**config.mk**
```make
export PLATFORM = sky130hd
export DESIGN_NAME = opd_classify
export DESIGN_NICKNAME = d
export VERILOG_FILES = /design/src/rtl/opd_pkg.sv /design/src/rtl/opd_classify.sv
export SDC_FILE = /design/constraint.sdc
export NUM_CORES = 1
export LEC_CHECK = 0
export ABC_CLOCK_PERIOD_IN_PS = 11130
export BUFFER_PORTS_ARGS = -buffer_cell sky130_fd_sc_hd__buf_2
export CAP_MARGIN = 15
export CORE_MARGIN = 2
export CORE_UTILIZATION = 40
export DETAILED_ROUTE_END_ITERATION = 10
export PLACE_DENSITY_LB_ADDON = 0.1
export SLEW_MARGIN = 10
export SYNTH_ARGS = -nofsm -noshare
export SYNTH_HDL_FRONTEND = slang
export SYNTH_SLANG_ARGS = --single-unit
```
**constraint.sdc**
```tcl
create_clock -name vclk -period 11.13
set_input_delay 3.339 -clock vclk [all_inputs]
set_output_delay 3.339 -clock vclk [all_outputs]
set_load 0.01 [all_outputs]
```
**src/rtl/opd_pkg.sv**
```systemverilog
// ----------------------------------------------------------------------------
// opd_pkg
// Shared constants, types and face tables for the orientation packet decoder.
// ----------------------------------------------------------------------------
`default_nettype none

package opd_pkg;

  localparam logic [1:0] ST_OK      = 2'd0;
  localparam logic [1:0] ST_MISSING = 2'd1;
  localparam logic [1:0] ST_INVALID = 2'd2;

  localparam logic [2:0] EV_NONE   = 3'd0;
  localparam logic [2:0] EV_ROLL   = 3'd1;
  localparam logic [2:0] EV_STABLE = 3'd2;
  localparam logic [2:0] EV_CHARGE = 3'd3;
  localparam logic [2:0] EV_CHRG   = 3'd4;
  localparam logic [2:0] EV_COLOR  = 3'd5;

  localparam logic [0:0] REG_PRESENT = 1'd0;
  localparam logic [0:0] REG_ENABLE  = 1'd1;

  localparam logic [2:0] SHAPE_NONE = 3'd0;
  localparam logic [2:0] SHAPE_D4   = 3'd1;
  localparam logic [2:0] SHAPE_D6   = 3'd2;
  localparam logic [2:0] SHAPE_D8   = 3'd3;
  localparam logic [2:0] SHAPE_D10  = 3'd4;
  localparam logic [2:0] SHAPE_D12  = 3'd5;
  localparam logic [2:0] SHAPE_D20  = 3'd6;
  localparam logic [2:0] SHAPE_D100 = 3'd7;

  typedef struct packed {
    logic [1:0] status;
    logic [2:0] event_kind;
    logic [7:0] die_echo;
    logic [6:0] event_value;
    logic       stable;
    logic [2:0] shape;
    logic [7:0] ax;
    logic [7:0] ay;
    logic [7:0] az;
  } cls_t;

  function automatic logic [23:0] cube_face(input logic [2:0] i);
    case (i)
      3'd0: cube_face = {8'd192, 8'd0, 8'd0};
      3'd1: cube_face = {8'd0, 8'd0, 8'd64};
      3'd2: cube_face = {8'd0, 8'd64, 8'd0};
      3'd3: cube_face = {8'd0, 8'd192, 8'd0};
      3'd4: cube_face = {8'd0, 8'd0, 8'd192};
      default: cube_face = {8'd64, 8'd0, 8'd0};
    endcase
  endfunction

  function automatic logic [23:0] ico_face(input logic [4:0] i);
    case (i)
      5'd0:  ico_face = {-8'sd64, 8'sd0, -8'sd22};
      5'd1:  ico_face = {8'sd42, -8'sd42, 8'sd40};
      5'd2:  ico_face = {8'sd0, 8'sd22, -8'sd64};
      5'd3:  ico_face = {8'sd0, 8'sd22, 8'sd64};
      5'd4:  ico_face = {-8'sd42, -8'sd42, 8'sd42};
      5'd5:  ico_face = {8'sd22, 8'sd64, 8'sd0};
      5'd6:  ico_face = {-8'sd42, -8'sd42, -8'sd42};
      5'd7:  ico_face = {8'sd64, 8'sd0, -8'sd22};
      5'd8:  ico_face = {-8'sd22, 8'sd64, 8'sd0};
      5'd9:  ico_face = {8'sd42, -8'sd42, -8'sd42};
      5'd10: ico_face = {-8'sd42, 8'sd42, 8'sd42};
      5'd11: ico_face = {8'sd22, -8'sd64, 8'sd0};
      5'd12: ico_face = {-8'sd64, 8'sd0, 8'sd22};
      5'd13: ico_face = {8'sd42, 8'sd42, 8'sd42};
      5'd14: ico_face = {-8'sd22, -8'sd64, 8'sd0};
      5'd15: ico_face = {8'sd42, 8'sd42, -8'sd42};
      5'd16: ico_face = {8'sd0, -8'sd22, -8'sd64};
      5'd17: ico_face = {8'sd0, -8'sd22, 8'sd64};
      5'd18: ico_face = {-8'sd42, 8'sd42, -8'sd42};
      default: ico_face = {8'sd64, 8'sd0, 8'sd22};
    endcase
  endfunction

  function automatic logic [23:0] tri_face(input logic [4:0] i);
    case (i)
      5'd0:  tri_face = {8'sd20, -8'sd60, -8'sd20};
      5'd1:  tri_face = {8'sd20, 8'sd0, 8'sd60};
      5'd2:  tri_face = {-8'sd40, -8'sd40, 8'sd40};
      5'd3:  tri_face = {-8'sd60, 8'sd0, 8'sd20};
      5'd4:  tri_face = {8'sd40, 8'sd20, 8'sd40};
      5'd5:  tri_face = {-8'sd20, -8'sd60, -8'sd20};
      5'd6:  tri_face = {8'sd20, 8'sd60, 8'sd20};
      5'd7:  tri_face = {-8'sd40, 8'sd20, -8'sd40};
      5'd8:  tri_face = {-8'sd40, 8'sd40, 8'sd40};
      5'd9:  tri_face = {-8'sd20, 8'sd0, 8'sd60};
      5'd10: tri_face = {-8'sd20, -8'sd60, 8'sd20};
      5'd11: tri_face = {8'sd60, 8'sd0, 8'sd20};
      5'd12: tri_face = {-8'sd60, 8'sd0, -8'sd20};
      5'd13: tri_face = {8'sd20, 8'sd60, -8'sd20};
      5'd14: tri_face = {8'sd20, 8'sd0, -8'sd60};
      5'd15: tri_face = {8'sd40, -8'sd20, -8'sd40};
      5'd16: tri_face = {-8'sd20, 8'sd60, -8'sd20};
      5'd17: tri_face = {-8'sd40, -8'sd40, -8'sd40};
      5'd18: tri_face = {8'sd40, -8'sd20, 8'sd40};
      5'd19: tri_face = {8'sd20, -8'sd60, 8'sd20};
      5'd20: tri_face = {8'sd60, 8'sd0, -8'sd20};
      5'd21: tri_face = {8'sd40, 8'sd20, -8'sd40};
      5'd22: tri_face = {-8'sd20, 8'sd0, -8'sd60};
      default: tri_face = {-8'sd20, 8'sd60, 8'sd20};
    endcase
  endfunction

  function automatic logic [2:0] map_d4(input logic [4:0] i);
    case (i)
      5'd0: map_d4 = 3'd3;  5'd1: map_d4 = 3'd1;  5'd2: map_d4 = 3'd4;
      5'd3: map_d4 = 3'd1;  5'd4: map_d4 = 3'd4;  5'd5: map_d4 = 3'd4;
      5'd6: map_d4 = 3'd1;  5'd7: map_d4 = 3'd4;  5'd8: map_d4 = 3'd2;
      5'd9: map_d4 = 3'd3;  5'd10: map_d4 = 3'd1; 5'd11: map_d4 = 3'd1;
      5'd12: map_d4 = 3'd1; 5'd13: map_d4 = 3'd4; 5'd14: map_d4 = 3'd2;
      5'd15: map_d4 = 3'd3; 5'd16: map_d4 = 3'd3; 5'd17: map_d4 = 3'd2;
      5'd18: map_d4 = 3'd2; 5'd19: map_d4 = 3'd2; 5'd20: map_d4 = 3'd4;
      5'd21: map_d4 = 3'd1; 5'd22: map_d4 = 3'd3;
      default: map_d4 = 3'd2;
    endcase
  endfunction

  function automatic logic [3:0] map_d8(input logic [4:0] i);
    case (i)
      5'd0: map_d8 = 4'd3;  5'd1: map_d8 = 4'd3;  5'd2: map_d8 = 4'd6;
      5'd3: map_d8 = 4'd1;  5'd4: map_d8 = 4'd2;  5'd5: map_d8 = 4'd8;
      5'd6: map_d8 = 4'd1;  5'd7: map_d8 = 4'd1;  5'd8: map_d8 = 4'd4;
      5'd9: map_d8 = 4'd7;  5'd10: map_d8 = 4'd5; 5'd11: map_d8 = 4'd5;
      5'd12: map_d8 = 4'd4; 5'd13: map_d8 = 4'd4; 5'd14: map_d8 = 4'd2;
      5'd15: map_d8 = 4'd5; 5'd16: map_d8 = 4'd7; 5'd17: map_d8 = 4'd7;
      5'd18: map_d8 = 4'd8; 5'd19: map_d8 = 4'd2; 5'd20: map_d8 = 4'd8;
      5'd21: map_d8 = 4'd3; 5'd22: map_d8 = 4'd6;
      default: map_d8 = 4'd6;
    endcase
  endfunction

  function automatic logic [3:0] map_d10(input logic [4:0] i);
    case (i)
      5'd0: map_d10 = 4'd8;  5'd1: map_d10 = 4'd2;  5'd2: map_d10 = 4'd6;
      5'd3: map_d10 = 4'd1;  5'd4: map_d10 = 4'd4;  5'd5: map_d10 = 4'd3;
      5'd6: map_d10 = 4'd9;  5'd7: map_d10 = 4'd0;  5'd8: map_d10 = 4'd7;
      5'd9: map_d10 = 4'd5;  5'd10: map_d10 = 4'd5; 5'd11: map_d10 = 4'd7;
      5'd12: map_d10 = 4'd0; 5'd13: map_d10 = 4'd9; 5'd14: map_d10 = 4'd3;
      5'd15: map_d10 = 4'd4; 5'd16: map_d10 = 4'd1; 5'd17: map_d10 = 4'd6;
      5'd18: map_d10 = 4'd2;
      default: map_d10 = 4'd8;
    endcase
  endfunction

  function automatic logic [16:0] dist2(input logic [23:0] f, input logic [7:0] x,
                                        input logic [7:0] y, input logic [7:0] z);
    logic signed [8:0] dx;
    logic signed [8:0] dy;
    logic signed [8:0] dz;
    logic [17:0] sx;
    logic [17:0] sy;
    logic [17:0] sz;
    dx = $signed({f[23], f[23:16]}) - $signed({x[7], x});
    dy = $signed({f[15], f[15:8]}) - $signed({y[7], y});
    dz = $signed({f[7], f[7:0]}) - $signed({z[7], z});
    sx = 18'(dx * dx);
    sy = 18'(dy * dy);
    sz = 18'(dz * dz);
    dist2 = 17'(sx + sy + sz);
  endfunction

endpackage

`default_nettype wire

```
**src/rtl/opd_classify.sv**
```systemverilog
// ----------------------------------------------------------------------------
// opd_classify
// Prefix match, length and payload checks, handler gating for one packet.
// ----------------------------------------------------------------------------
`default_nettype none

module opd_classify (
  input  wire logic             handlers_present,
  input  wire logic [4:0]       handler_enable,
  input  wire logic [7:0]       die_number,
  input  wire logic [6:0]       die_sides,
  input  wire logic [7:0]       packet_length,
  input  wire logic [7:0]       byte0,
  input  wire logic [7:0]       byte1,
  input  wire logic [7:0]       byte2,
  input  wire logic [7:0]       byte3,
  input  wire logic [7:0]       byte4,
  output opd_pkg::cls_t         cls
);

  logic p_r, p_tap, p_dtap, p_bat, p_char, p_s, p_xs, p_col;
  logic [2:0] shape;

  always_comb begin
    p_r    = packet_length >= 8'd1 && byte0 == "R";
    p_tap  = packet_length >= 8'd3 && byte0 == "T" && byte1 == "a" && byte2 == "p";
    p_dtap = packet_length >= 8'd4 && byte0 == "D" && byte1 == "T" && byte2 == "a"
             && byte3 == "p";
    p_bat  = packet_length >= 8'd3 && byte0 == "B" && byte1 == "a" && byte2 == "t";
    p_char = packet_length >= 8'd4 && byte0 == "C" && byte1 == "h" && byte2 == "a"
             && byte3 == "r";
    p_s    = packet_length >= 8'd1 && byte0 == "S";
    p_xs   = packet_length >= 8'd2 && byte1 == "S"
             && (byte0 == "F" || byte0 == "T" || byte0 == "M");
    p_col  = packet_length >= 8'd3 && byte0 == "C" && byte1 == "o" && byte2 == "l";
  end

  always_comb begin
    case (die_sides)
      7'd4:   shape = opd_pkg::SHAPE_D4;
      7'd6:   shape = opd_pkg::SHAPE_D6;
      7'd8:   shape = opd_pkg::SHAPE_D8;
      7'd10:  shape = opd_pkg::SHAPE_D10;
      7'd12:  shape = opd_pkg::SHAPE_D12;
      7'd20:  shape = opd_pkg::SHAPE_D20;
      7'd100: shape = opd_pkg::SHAPE_D100;
      default: shape = opd_pkg::SHAPE_NONE;
    endcase
  end

  always_comb begin
    cls = '0;
    cls.die_echo = die_number;
    cls.shape = shape;
    if (p_s) begin
      cls.ax = byte1; cls.ay = byte2; cls.az = byte3;
    end else begin
      cls.ax = byte2; cls.ay = byte3; cls.az = byte4;
    end
    if (!handlers_present) begin
      cls.status = opd_pkg::ST_MISSING;
    end else if (p_r) begin
      cls.event_kind = opd_pkg::EV_ROLL;
      cls.status = handler_enable[0] ? opd_pkg::ST_OK : opd_pkg::ST_MISSING;
    end else if (p_tap || p_dtap) begin
      cls.status = opd_pkg::ST_OK;
    end else if (p_bat) begin
      cls.event_kind = opd_pkg::EV_CHARGE;
      if (!handler_enable[2]) cls.status = opd_pkg::ST_MISSING;
      else if (packet_length != 8'd4 || byte3 > 8'd100) cls.status = opd_pkg::ST_INVALID;
      else cls.event_value = byte3[6:0];
    end else if (p_char) begin
      cls.event_kind = opd_pkg::EV_CHRG;
      if (!handler_enable[3]) cls.status = opd_pkg::ST_MISSING;
      else if (packet_length != 8'd5 || byte4 > 8'd1) cls.status = opd_pkg::ST_INVALID;
      else cls.event_value = byte4[6:0];
    end else if (p_s || p_xs) begin
      cls.event_kind = opd_pkg::EV_STABLE;
      if (!handler_enable[1]) cls.status = opd_pkg::ST_MISSING;
      else if (packet_length != (p_s ? 8'd4 : 8'd5)) cls.status = opd_pkg::ST_INVALID;
      else cls.stable = 1'b1;
    end else if (p_col) begin
      cls.event_kind = opd_pkg::EV_COLOR;
      if (!handler_enable[4]) cls.status = opd_pkg::ST_MISSING;
      else if (packet_length != 8'd4 || byte3 > 8'd5) cls.status = opd_pkg::ST_INVALID;
      else cls.event_value = byte3[6:0];
    end else begin
      cls.status = opd_pkg::ST_INVALID;
    end
  end

endmodule

`default_nettype wire

```
==> Word-level counts from Yosys, hierarchy flattened <==
Cells that the tools add are included.
W data, S select, Z words.
{ "word_totals": {"in_bits": 69, "register_bits": 0} }
{ "op_classes": {"reduce_logical": 28, "n_eq_ne": 29, "magnitude_cmp": 7, "mux": 40} }
{ "ops": {"columns": ["cell", "count"], "rows": [
  ["$eq A8 B7 Y1 const B", 19],
  ["$mux W7", 10],
  ["$mux W24", 1],
  ["$mux W8", 3],
  ["$mux W2", 11],
  ["$eq A7 B4 Y1 const B", 3],
  ["$logic_and A1 B1 Y1", 21],
  ["$pmux W3 S7", 1],
  ["$mux W5", 4],
  ["$ge A8 B2 Y1 const B", 2],
  ["$ne A8 B3 Y1 const B", 2],
  ["$eq A7 B3 Y1 const B", 2],
  ["$mux W3", 3],
  ["$ge A8 B1 Y1 const B", 1],
  ["$ge A8 B3 Y1 const B", 1],
  ["$gt A8 B1 Y1 const B", 1],
  ["$gt A8 B3 Y1 const B", 1],
  ["$gt A8 B7 Y1 const B", 1],
  ["$ne A8 B3 Y1", 1],
  ["$eq A7 B5 Y1 const B", 1],
  ["$eq A7 B7 Y1 const B", 1],
  ["$logic_or A1 B1 Y1", 7],
  ["$mux W1", 7]
]} }

==> Longest topological paths before layout <==
Gate-level depths: netlist of the first run.
{ "logic_depth": {"ltp_word": 12, "mapped_depth": 7, "mapped_depth_nobuf": 6} }

==> Worst setup path after synthesis of the first run <==
OpenSTA, ideal clock, no wires.
{ "synth_path": {"path_type": "input to output", "start": "in packet_length[6]", "end": "out cls[29] in the netlist's numbering", "arrival_time_ps": 5240, "t_required_ps": 7791, "path_slack_ps": 2551, "path_stages": 6, "cell_sequence": "or4_4 or4b_4 a2111oi_4 nand3_2 a21oi_4 and2_1"} }
{ "synth_rtl": {"columns": ["item", "line_no", "rtl"], "rows": [
  ["from (decl)", "opd_classify.sv:12", "input wire logic [7:0] packet_length,"],
  ["to (decl)", "opd_classify.sv:18", "output opd_pkg::cls_t cls"]
]} }

==> metrics, run 1 <==
outcome finished with violations; failing checks design-rule violations; Die H 58.7 µm; crit path time final 9.17 ns; Synth cell types 44; GRT Residual Overflow 0; fin cells 285; most frequent CP cell buf_2; post-placement cell count 285; Leakage Power 0.761 nW; # clk buffers 0; Avg Cell Area, Syn 7.31 µm²; Pins Over Slew Limit 0; leading area contributor after synthesis mux2_2; Post-Synthesis Cell Area 1200 µm²; vias in the first global route 1,431; Slew headroom 33.7%; Die W 58.7 µm; GRT Util Overall 21.7%; Syn Nets 233; worst vdd rail ir drop 0.0000164 V; Tot Pwr 42.2 µW; WL per Instance 14.3 µm; Pre-Repair DR Iteration Count 8; final sequential cell count 0; Commonest cells post-synth mux2_2, nand2_1, nor2_1; CP required 7.79 ns; # hold bufs at CTS 0; Setup WS pre-CTS 2.04 ns; critical path launch point type primary input; dpl hpwl 3480 µm; nets 325; CP peak stage delay 0.81 ns; critical path class in2out; pin count of the biggest net entering global routing 16; Site Rows 19; RSZ-0062 raised after global routing no; post-synthesis sequential area ratio 0%; initial core utilization 42.7%; # diodes 0; fin worst setup slack 1.96 ns; Mapped Cells 164; final setup violating endpoints 0; top cell type's share of synthesized area 22.5%; DRC viols 6; Resized cells post-CTS 0; Vias 1,636; share of cells above drive strength 1 52.0%; WHS 6.68 ns; area of the multi-input gates 1110 µm²; # Post-CTS Setup Buffers 0; DRT iter0 DRCs 51; maximum clock rate 109 MHz; post-route setup TNS 0 ns; core area 2810 µm²; Hold Vio Cnt, Final 0; I/O Buffers 101; DP Area 1670 µm²; Util after Layout 59.5%; initial antenna violation count 0; crit path max-delay cell type a21oi_1; die area 3450 µm²; gp weighted congestion 0.886; Area growth syn-to-layout 39.1%; slew at the pin closest to its max-slew limit 0.994 ns; synth top area cells mux2_2, nor4_1, nor4bb_1, buf_4, and2_1; Worst Setup SP byte0[3]; cell area after layout 1670 µm²; pwr/cell area 25.3 nW/µm²; final period utilization 82.4%; CP Cell Sequence buf_2 -> nor4bb_1 -> nand2_1 -> a21oi_1 -> o21ai_0 -> nand3_1 -> a41o_1 -> buf_2; hold_sp die_number[1]; synthesis warning total 0; crit end category primary output; Hold Path Class in2out; most frequent cell after synthesis mux2_2; fillcell total 294; CP max FO 11; vias per inst 5.74; WL final 4090 µm; area taken by flip-flops and latches 0 µm²; DRT antenna net count 0; CP arrival 5.84 ns; first-pass GRT wire length 6220 µm; I/O pin count 117; maxcap violations 0
## worst max-delay path: cells and delay by family
kind	cells	cell delay (ns)
buffers and inverters	2	0.24
AND/OR/NAND/NOR	3	0.99
AO/OA/AOI/OAI	3	1.26
## layout make-up
type               instances  area share, %
well taps                 31           2.33
repair buffers           101           30.3
inverters                  4          0.900
multi-input cells        149           66.5
## kinds of logic after synthesis
logic type             count (synthesis)  synth area share (%)
XOR/XNOR                               2                  1.46
AO/OA/AOI/OAI                         25                  16.8
multiplexers                          24                  22.5
buffers and inverters                 15                  7.51
AND/OR/NAND/NOR                       98                  51.7
## worst paths after layout
path	endpoint	slack [ns]	cells after the start
setup / recovery	cls[46]	1.96	8
hold / removal	cls[36]	6.68	0
## metal layers
layer  wire (µm)  vias to the layer above  GRT usage (%)
met5           0                        -              0
met2        1910                       75           37.9
met4           0                        0          0.325
met1        1810                      736           30.3
li1            -                      825              -
met3         362                        0           2.20
## power breakdown
part           leakage (nW)  total (mW)  internal (mW)  switching [mW]
sequential                0           0              0               0
clock                     0           0              0               0
combinational         0.761      0.0422         0.0201          0.0221
total                 0.761      0.0422         0.0201          0.0221
## cell usage in the layout, fill, tap and decap left out, types with 2 or more instances in the layout
cell	Yosys	final
buf_2	0	101
mux2_2	24	24
nand2_1	15	15
nor2_1	14	14
nor4_1	13	13
and2_1	9	9
nor4bb_1	7	7
nor3_1	7	7
nor4b_1	6	6
o21ai_0	6	6
nand4_1	5	5
a21oi_1	4	4
inv_1	4	4
nand3_1	4	4
nor2b_1	3	3
nor3b_1	2	2
nand4b_1	2	2
nand3b_1	2	2
xor2_1	2	2
o21bai_1	2	2
(Power assumes the default switching activity.)
==> run 2: changes to the inputs <==
ABC_CLOCK_PERIOD_IN_PS = 9220   (was 11130)
CORE_UTILIZATION = 39   (was 40)
clock period = 9.22 ns   (was 11.13 ns; I/O delays follow)
==> metrics, run 2 (synthesis gave the netlist of run 1 again) <==
outcome completed; initial core utilization 40.3% (-2.5 points); die area 3530 µm² (+2.4%); Met1 Routed Length 1870 µm (+3.0%); maximum clock rate 129 MHz; initial antenna violation count 0 (unchanged); pin count of the biggest net entering global routing 16 (unchanged); final setup violating endpoints 0 (unchanged); area taken by flip-flops and latches 0 µm² (unchanged); CP arrival 4.99 ns (-0.85 ns); worst vdd rail ir drop 0.0000204 V (+24%); switch share 52.1% (-0.14 points); # diodes 0 (unchanged); CP max FO 5 (-6); I/O Buffers 101 (unchanged); WL per Instance 14.0 µm (-2.7%); DRT antenna net count 0 (unchanged); crit end category primary output; vias in the first global route 1,364 (-4.7%); pwr/cell area 30.2 nW/µm² (+19%); DRC viols 0 (-6); Pins Over Slew Limit 0 (unchanged); Pre-Repair DR Iteration Count 4 (-4); Leakage Power 0.771 nW (+1.4%); GRT Residual Overflow 0 (unchanged); Area growth syn-to-layout 40.6%; I/O pin count 117 (unchanged); Site Rows 20 (+1); Slew headroom 54.0% (+20 points); Buf+Inv Stages, Crit Path 2 (unchanged); CP Cell Sequence buf_2 -> or4_4 -> or4b_4 -> a2111oi_4 -> nand3_2 -> a21oi_4 -> o2bb2ai_1 -> buf_2; gp weighted congestion 0.853 (-3.8%); vias per inst 5.54 (-3.5%); share of power burned in registers 0% (unchanged); # Post-CTS Setup Buffers 0 (unchanged); post-placement cell count 289 (+1.4%); CP required 6.45 ns (-1.34 ns); RSZ-0062 raised after global routing no; first-pass GRT wire length 6130 µm (-1.3%); critical path launch point type primary input; clock power share 0% (unchanged); GRT Util Overall 21.6% (-0.054 points); P_sw 26.5 µW (+20%); maxcap violations 0 (unchanged); CP peak stage delay 0.55 ns (-0.26 ns); crit path time final 7.76 ns; final period utilization 84.2%; Resized cells post-CTS 0 (unchanged); core area 2980 µm² (+6.2%); share of cells above drive strength 1 52.3% (+0.38 points); commonest cells after routing, fill and taps aside buf_2, mux2_2, nand2_1, nor2_1, nor4_1; nets 327 (+0.62%); WHS 5.53 ns (-1.15 ns); # hold bufs at CTS 0 (unchanged); Tot Pwr 50.9 µW (+20%); routed length on met2 1860 µm (-2.6%); crit path max-delay cell type or4_4; WL final 4030 µm (-1.3%); slew at the pin closest to its max-slew limit 0.681 ns (-0.313 ns); post-route setup TNS 0 ns (unchanged); most frequent CP cell buf_2; met3 wire length 306 µm (-15%); Power Internal 24.3 µW (+21%); final sequential cell count 0 (unchanged); Util after Layout 56.6% (-2.9 points); # clk buffers 0 (unchanged); Hold Path Class in2out; Die W 59.4 µm (+1.2%); critical path class in2out; most common cell after layout, fill and taps aside buf_2; Die H 59.4 µm (+1.2%); combinational power share 100.0% (about the same); dpl hpwl 3470 µm (about the same); Hold Vio Cnt, Final 0 (unchanged); DRT iter0 DRCs 82 (+61%); top sig layer met3; cell family with most CP delay simple AND/OR/NAND/NOR gates; fin cells 289 (+1.4%); Vias 1,601 (-2.1%)
==> run 2: changes by cell type in the layout (fill, tap and decap cells not counted), sizes merged <==
cell	delta
buf	+2
==> run 2: through the flow <==
stage	area, µm²	setup WS (ns)
4_1_cts	1690	1.46
6_report	1690	1.46
5_1_grt	1690	1.32
3_5_place_dp	1690	1.47
2_1_floorplan	1200	1.79
3_3_place_gp	1690	1.49
==> run 2: final cells by class <==
class              count  area, µm²
fillers              302       1290
multi-input cells    149       1110
repair buffers       103        520
well taps             33       41.3
inverters              4       15.0
==> run 2: layer usage <==
| layer | vias up | track usage, % |
|---|---|---|
| met1 | 698 | 30.9 |
| met5 | - | 0 |
| met2 | 72 | 36.4 |
| li1 | 831 | - |
| met4 | 0 | 0.325 |
| met3 | 0 | 2.62 |
==> run 2: final timing paths <==
| check | start | endpoint | slack [ns] | cells past startpoint |
|---|---|---|---|---|
| worst max-delay path | packet_length[6] | cls[28] | 1.46 | 8 |
| worst min-delay path | die_number[7] | cls[42] | 5.53 | 0 |
==> run 2: power by group through the flow <==
stage	sequential [mW]	combinational, mW	clock (mW)
2_1_floorplan	0	0.0247	0
3_3_place_gp	0	0.0506	0
3_5_place_dp	0	0.0507	0
4_1_cts	0	0.0509	0
5_1_grt	0	0.0556	0
6_report	0	0.0509	0
